==> config.mk <==
export PLATFORM = sky130hd
export DESIGN_NAME = rsa_byte_modexp_encrypt
export DESIGN_NICKNAME = d
export VERILOG_FILES = /design/src/design/rsame_pkg.sv /design/src/design/rsa_byte_modexp_encrypt.sv /design/src/design/rsame_mulmod.sv
export SDC_FILE = /design/constraint.sdc
export NUM_CORES = 1
export LEC_CHECK = 0
export ABC_AREA = 1
export BUFFER_PORTS_ARGS = -buffer_cell sky130_fd_sc_hd__buf_2
export CAP_MARGIN = 0
export CELL_PAD_IN_SITES_DETAIL_PLACEMENT = 1
export CELL_PAD_IN_SITES_GLOBAL_PLACEMENT = 1
export CORE_UTILIZATION = 48
export CTS_BUF_LIST = sky130_fd_sc_hd__clkbuf_4
export DETAILED_ROUTE_END_ITERATION = 16
export PLACE_DENSITY_LB_ADDON = 0.15
export SETUP_SLACK_MARGIN = 0.1
export SLEW_MARGIN = 10
export SYNTH_ARGS = -nofsm -noshare
export SYNTH_HDL_FRONTEND = slang
export SYNTH_SLANG_ARGS = --single-unit
==> constraint.sdc <==
create_clock -name clk -period 4.9 [get_ports clk]
set_clock_uncertainty 0.05 [all_clocks]
set_input_delay 0.245 -clock clk [delete_from_list [all_inputs] [get_ports clk]]
set_output_delay 0.245 -clock clk [all_outputs]
set_load 0.03 [all_outputs]
==> src/design/rsame_pkg.sv <==
// Shared types and constants for the byte-wise RSA modular exponentiation block.
`timescale 1ns / 1ps

package rsame_pkg;

  localparam int MOD_WIDTH_DEF = 32;
  localparam int EXP_WIDTH     = 32;
  localparam int EXP_CNT_W     = $clog2(EXP_WIDTH);
  localparam int CIPHER_W      = 32;
  localparam int CFG_DATA_W    = 32;
  localparam int CFG_INDEX_W   = 1;

  localparam logic [CFG_INDEX_W-1:0] REG_PUBLIC_EXPONENT = 1'd0;
  localparam logic [CFG_INDEX_W-1:0] REG_MODULUS         = 1'd1;

  localparam logic [EXP_WIDTH-1:0]  EXP_RESET = 32'd65537;
  localparam logic [CFG_DATA_W-1:0] MOD_RESET = 32'd3233;

  typedef struct packed {
    logic [7:0] message_byte;
    logic       last_in;
  } in_req_t;

  typedef struct packed {
    logic [CIPHER_W-1:0] cipher_value;
    logic                last_out;
  } out_req_t;

endpackage

==> src/design/rsa_byte_modexp_encrypt.sv <==
// Top level of the byte-wise RSA encryptor: c = m^e mod n per input byte.
//
// Input channel in_valid/in_stall/in_data carries one byte and its last-of-message
// flag; a request is taken when in_valid is high and in_stall is low. Output channel
// out_valid/out_stall/out_data returns the cipher word and the copied flag.
// The exponent and modulus are written through cfg_we/cfg_index/cfg_data while
// idle; the user must keep to this, as the block itself does not enforce it.
// Each byte is first reduced mod n by one modular multiplication by one, then
// left-to-right square-and-multiply runs over all 32 exponent bits. Every modular
// multiplication goes through one shared shift-and-add unit, which doubles for each
// bit of its second operand and adds the first operand for each set bit. An item
// takes (33 + popcount(e)) multiplications. A modulus below two skips them and
// gives zero. One byte is worked at a time and in_stall stays high while it runs.
// The finished result sits in an output register; a new byte may be accepted while
// it waits, and a stalled receiver only delays the hand-off of the next result.
// Reset clears the handshake state and loads e = 65537 and n = 3233.
`timescale 1ns / 1ps

module rsa_byte_modexp_encrypt #(
  parameter int MOD_WIDTH = rsame_pkg::MOD_WIDTH_DEF
) (
  input  logic                                     clk,
  input  logic                                     rst,
  input  logic                                     in_valid,
  output logic                                     in_stall,
  input  rsame_pkg::in_req_t                       in_data,
  output logic                                     out_valid,
  input  logic                                     out_stall,
  output rsame_pkg::out_req_t                      out_data,
  input  logic                                     cfg_we,
  input  logic [rsame_pkg::CFG_INDEX_W-1:0]        cfg_index,
  input  logic [rsame_pkg::CFG_DATA_W-1:0]         cfg_data
);
  import rsame_pkg::*;

  typedef enum logic [4:0] {
    S_IDLE = 5'b00001,
    S_RED  = 5'b00010,
    S_SQR  = 5'b00100,
    S_MUL  = 5'b01000,
    S_DONE = 5'b10000
  } state_t;

  localparam logic [MOD_WIDTH-1:0] ONE = MOD_WIDTH'(1);
  localparam logic [MOD_WIDTH-1:0] TWO = MOD_WIDTH'(2);

  state_t                 state;
  logic [EXP_WIDTH-1:0]   public_exponent;
  logic [CFG_DATA_W-1:0]  modulus;
  logic [MOD_WIDTH-1:0]   n_w;
  logic [MOD_WIDTH-1:0]   base;
  logic [MOD_WIDTH-1:0]   acc;
  logic [MOD_WIDTH-1:0]   op_a;
  logic [MOD_WIDTH-1:0]   op_b;
  logic [MOD_WIDTH-1:0]   mm_p;
  logic                   mm_go;
  logic                   mm_done;
  logic [EXP_CNT_W-1:0]   cnt;
  logic                   last;
  logic                   in_take;

  assign n_w      = MOD_WIDTH'(modulus);
  assign in_stall = (state != S_IDLE);
  assign in_take  = in_valid && !in_stall;

  always_ff @(posedge clk) begin
    if (rst) begin
      public_exponent <= EXP_RESET;
      modulus         <= MOD_RESET;
    end else if (cfg_we) begin
      unique case (cfg_index)
        REG_PUBLIC_EXPONENT: public_exponent <= EXP_WIDTH'(cfg_data);
        REG_MODULUS:         modulus         <= cfg_data;
      endcase
    end
  end

  rsame_mulmod #(.W(MOD_WIDTH)) u_mulmod (
    .clk     (clk),
    .rst     (rst),
    .go      (mm_go),
    .a       (op_a),
    .b       (op_b),
    .n       (n_w),
    .done    (mm_done),
    .product (mm_p)
  );

  always_ff @(posedge clk) begin
    if (rst) begin
      state     <= S_IDLE;
      mm_go     <= 1'b0;
      out_valid <= 1'b0;
    end else begin
      if (out_valid && !out_stall && state != S_DONE) begin
        out_valid <= 1'b0;
      end
      unique case (state)
        S_IDLE: begin
          mm_go <= in_take && (n_w >= TWO);
          if (in_take) begin
            state <= (n_w < TWO) ? S_DONE : S_RED;
          end
        end
        S_RED: begin
          mm_go <= mm_done;
          if (mm_done) begin
            state <= S_SQR;
          end
        end
        S_SQR: begin
          mm_go <= mm_done && (public_exponent[cnt] || cnt != '0);
          if (mm_done) begin
            if (public_exponent[cnt]) begin
              state <= S_MUL;
            end else if (cnt == '0) begin
              state <= S_DONE;
            end
          end
        end
        S_MUL: begin
          mm_go <= mm_done && (cnt != '0);
          if (mm_done) begin
            state <= (cnt == '0) ? S_DONE : S_SQR;
          end
        end
        S_DONE: begin
          mm_go <= 1'b0;
          if (!out_valid || !out_stall) begin
            out_valid <= 1'b1;
            state     <= S_IDLE;
          end
        end
        default: begin
          mm_go <= 1'b0;
          state <= S_IDLE;
        end
      endcase
    end
  end

  always_ff @(posedge clk) begin
    unique case (state)
      S_IDLE: begin
        if (in_take) begin
          last <= in_data.last_in;
          acc  <= '0;
          op_a <= ONE;
          op_b <= MOD_WIDTH'(in_data.message_byte);
        end
      end
      S_RED: begin
        if (mm_done) begin
          base <= mm_p;
          acc  <= ONE;
          op_a <= ONE;
          op_b <= ONE;
          cnt  <= EXP_CNT_W'(EXP_WIDTH - 1);
        end
      end
      S_SQR: begin
        if (mm_done) begin
          acc  <= mm_p;
          op_a <= mm_p;
          if (public_exponent[cnt]) begin
            op_b <= base;
          end else begin
            op_b <= mm_p;
            cnt  <= cnt - 1'b1;
          end
        end
      end
      S_MUL: begin
        if (mm_done) begin
          acc  <= mm_p;
          op_a <= mm_p;
          op_b <= mm_p;
          cnt  <= cnt - 1'b1;
        end
      end
      S_DONE: begin
        if (!out_valid || !out_stall) begin
          out_data.cipher_value <= CIPHER_W'(acc);
          out_data.last_out     <= last;
        end
      end
      default: ;
    endcase
  end

  assert property (@(posedge clk) disable iff (rst)
    mm_done |-> (state == S_RED || state == S_SQR || state == S_MUL))
    else $error("Multiplier result arrived with no operation pending.");

  assert property (@(posedge clk) disable iff (rst)
    in_take |=> (state == S_RED || state == S_DONE))
    else $error("Accepted request did not start processing.");

  assert property (@(posedge clk) disable iff (rst)
    (state == S_DONE && n_w >= TWO) |-> acc < n_w)
    else $error("Cipher value not reduced below the modulus.");

endmodule

==> src/design/rsame_mulmod.sv <==
// Iterative modular multiplier: shift-and-add with one shared modular adder.
`timescale 1ns / 1ps

module rsame_mulmod #(
  parameter int W = rsame_pkg::MOD_WIDTH_DEF
) (
  input  logic         clk,
  input  logic         rst,
  input  logic         go,
  input  logic [W-1:0] a,
  input  logic [W-1:0] b,
  input  logic [W-1:0] n,
  output logic         done,
  output logic [W-1:0] product
);
  import rsame_pkg::*;

  localparam int BW = (W > 1) ? $clog2(W) : 1;

  logic         busy;
  logic         phase_add;
  logic [BW-1:0] bcnt;
  logic [W-1:0] bsh;
  logic [W-1:0] acc;
  logic [W-1:0] a_r;
  logic [W-1:0] addend;
  logic [W:0]   sum;
  logic [W:0]   red;
  logic [W-1:0] acc_next;

  assign addend   = phase_add ? a_r : acc;
  assign sum      = {1'b0, acc} + {1'b0, addend};
  assign red      = sum - {1'b0, n};
  assign acc_next = (sum >= {1'b0, n}) ? red[W-1:0] : sum[W-1:0];
  assign product  = acc;

  always_ff @(posedge clk) begin
    if (rst) begin
      busy      <= 1'b0;
      phase_add <= 1'b0;
      done      <= 1'b0;
    end else begin
      if (go) begin
        busy      <= 1'b1;
        phase_add <= 1'b0;
        done      <= 1'b0;
      end else if (busy) begin
        if (!phase_add && bsh[W-1]) begin
          phase_add <= 1'b1;
          done      <= 1'b0;
        end else begin
          phase_add <= 1'b0;
          if (bcnt == '0) begin
            busy <= 1'b0;
            done <= 1'b1;
          end else begin
            done <= 1'b0;
          end
        end
      end else begin
        done <= 1'b0;
      end
    end
  end

  always_ff @(posedge clk) begin
    if (go) begin
      acc  <= '0;
      a_r  <= a;
      bsh  <= b;
      bcnt <= BW'(W - 1);
    end else if (busy) begin
      acc <= acc_next;
      if (phase_add || !bsh[W-1]) begin
        bsh  <= bsh << 1;
        bcnt <= bcnt - 1'b1;
      end
    end
  end

  assert property (@(posedge clk) disable iff (rst) go |-> !busy)
    else $error("Multiplier started while busy.");

  assert property (@(posedge clk) disable iff (rst) $fell(busy) |-> done)
    else $error("Multiplier finished without a done pulse.");

  assert property (@(posedge clk) disable iff (rst)
    (busy && !go && n >= W'(2)) |-> acc < n)
    else $error("Multiplier accumulator left the residue range.");

endmodule
==> impl_metrics.ini <==
[run_status]
status = completed

[cells_and_area]
layout-drive-gt1-share_pct = 13.5
nets = 2677
layout_common_cells = nand2_1, inv_1, edfxtp_1
fillers = 4725
area_growth_pct = 15.7
final_cells = 3147
seq_area_mm2 = 0.00917
layout.cells.most_common = nand2_1
multi_input_area_mm2 = 0.00769
fin_area_mm2 = 0.0213

[sta]
rsz0062_at_grt = false
tns_ns = 0
hold_viol = 0
finalCriticalPeriod_ns = 4.50
slew_headroom_pct = 17.7
fin_crit_sh_pct = 91.9
tightest_slew_ns = 1.23
drv_slew = 0
max_freq_ghz = 0.222
setup_viol = 0

[routing]
route.detailed.drc = 0
first_iter_violations = 1008
via_count = 16600
wl_um = 61200
drt_pass1_iterations = 5
ant_nets = 0
wl_per_cell_um = 19.4
viasPerCell = 5.27

[power]
seqPwrFrac_pct = 29.2
vdd_drop_max_uv = 432
powerDensity_mw_per_mm2 = 727
switching_share_pct = 47.8
power_frac_clock_pct = 16.1
p_leak_uw = 0.00977
p_comb_share_pct = 54.7
power_uw = 15500
p_int_uw = 8090
p_sw_uw = 7420

[flow_run]
maxCapViolCount = 0

[cts]
clockRootBuffer = clkbuf_4
clock_sinks = 342
clockBufferDepth = 3
cts_buffers = 90
clk_latency_ns = 0.85
htreeDepth = 3
tritoncts = done
clk_pin_slew_ns = 0.06

[floorplanning]
coreArea_mm2 = 0.0378
chipHeight_um = 198
die_w_um = 198
die_area_mm2 = 0.0392
ios = 82
rows = 71
start_util_pct = 48.8

[global_route]
overflow = 0
grt_pass1_vias = 17300
antenna_found_initial = 2
grt_max_degree = 69
grt_usage_pct = 32.0
grt_pass1_wl_um = 94600

[placement]
placed_cell_area_mm2 = 0.0195
dp_cells = 2930
gp_congestion = 0.933
port_buffers = 81
dp_hpwl_um = 45500

[setup_path]
max_stage_delay_ns = 0.42
required_ns = 5.47
crit_family = simple AND/OR/NAND/NOR gates
critPathCaptureType = flip-flop
crit_path_start_kind = flip-flop
crit_fanout = 11
critPathSlowestCell = dfxtp_4
crit_type = reg2reg
cpMostUsedCell = nand2_1
cp.buffers_inverters = 5
crit_arrival_ns = 5.07

[synthesis]
synth-seq-cells = 342
yosysTopAreaCellShare_pct = 37.6
synth_area_mm2 = 0.0184
synthCells = 2361
yosysUniqueCellTypes = 41
yosysWarnings = 0
ys_seq_area_share_pct = 49.7
yosys.area.top_type = edfxtp_1
synthTopCellsByArea = edfxtp_1, nand2_1, dfxtp_1
synth_fp_nets = 2476
synth_area_per_cell_um2 = 7.81

[worst_hold_path]
hold_class = in2reg
-- state kept, by name, indices dropped and copies added (netlist names) --
signal              flops
acc                    32
base                   32
cnt                     5
last                    1
mm_go                   1
modulus                32
op_a                   32
op_b                   32
out_data               33
out_valid               1
public_exponent        32
state                   5
u_mulmod.a_r           32
u_mulmod.bcnt           5
u_mulmod.bsh           32
u_mulmod.busy           1
u_mulmod.done           1
u_mulmod.phase_add      1
u_mulmod.product       32
-- cell type report --
class                   instances  area share [%]
diodes                          2          0.0235
clock buffers                 132            4.65
clock inverters                32           0.780
well taps                     511            3.00
multi-input cells            1582            36.1
repair buffers                177            6.02
inverters                     369            6.49
flip-flops and latches        342            43.0
-- cells by family (layout without fill, tap and decap cells) --
logic type      count (synthesis)  in the layout  synth area share [%]
buf+inv                       437            710                  9.48
simple gates                 1187           1187                  26.2
xor+xnor                       33             33                  1.57
flops                         342            342                  49.7
fa+ha+maj                      68             68                  4.70
compound gates                294            294                  8.34
other cells                     0              2                     0
-- power groups by stage --
stage / clock network [µW] / registers (µW) / logic (µW)
floorplan: 0 / 4510 / 5640
global placement: 0 / 4510 / 7970
detailed placement: 0 / 4580 / 8180
CTS: 2560 / 4530 / 8280
global route: 2680 / 4590 / 9470
finish: 2500 / 4530 / 8470
-- per-stage QoR --
stage | setup slack (ns) | utilization, % | hold WS, ns
after detailed placement | 0.101 | 51.7 | 0.356
after global routing | 0.0987 | 56.5 | 0.107
after global placement | 0.185 | 51.7 | 0.351
final | 0.395 | 56.5 | 0.144
after CTS | 0.114 | 56.0 | 0.0538
after floorplan | 0.514 | - | 0.294
-- synth_stat cells, drive strengths merged --
library cell and instances:
nor3 16, nor2 243, or4 1, xor2 16
o21ai 150, nand3 129, nand3b 6, clkbuf 47
nand4 25, a21boi 1, inv 366, dfxtp 111
buf 21, nand2 756, a2111oi 1, o31ai 1
ha 66, o21bai 8, nor4 8, edfxtp 231
a21oi 123, and2 3, o221ai 1, fa 2
clkinv 3, xnor2 17, o211ai 7, o21a 2
-- metal layers --
layer  wire [µm]  vias to the layer above  track usage [%]
li1            -                     8024                -
met1       26500                     7986             40.2
met2       29700                      438             55.0
met3        2630                      121             4.12
met4        2370                        0             13.8
met5           0                        -                0
-- path summary, 6_finish.rpt --
| path | from | to | slack, ns | cells after the start |
|---|---|---|---|---|
| hold reg to reg | acc[2] | out_data[3] | 0.31 | 0 |
| setup reg to reg | u_mulmod.phase_add | u_mulmod.product[26] | 0.40 | 26 |
| hold / removal | in_data[0] | last | 0.14 | 2 |
| setup / recovery | u_mulmod.phase_add | u_mulmod.product[26] | 0.40 | 26 |
-- worst register-to-register path, cell delays in order (launching register included) --
cell and delay [ns]:
dfxtp_4 0.42, buf_4 0.20, o21ai_0 0.14, ha_1 0.28, fa_2 0.40, nand3_1 0.09
nand3_1 0.09, nand2_1 0.09, nand2_2 0.09, nand2_1 0.10, nand2_2 0.09, xnor2_1 0.22
buf_4 0.18, inv_1 0.04, ha_1 0.34, nand2_1 0.12, nor2_2 0.18, inv_2 0.06
nor3_2 0.18, nand2_1 0.11, nand3_1 0.11, nand2_1 0.14, nand2_4 0.16, buf_4 0.19
nand2_1 0.07, nand3_1 0.08, a21oi_1 0.06
-- timing repair --
action,CTS,global route
gates resized for setup,1,49
endpoints found under the hold margin,117,0
hold buffers,48,0
endpoints found under the setup margin,25,32
pin swaps,0,7
buffers inserted,0,3
Power figures use the tool's default switching activity.
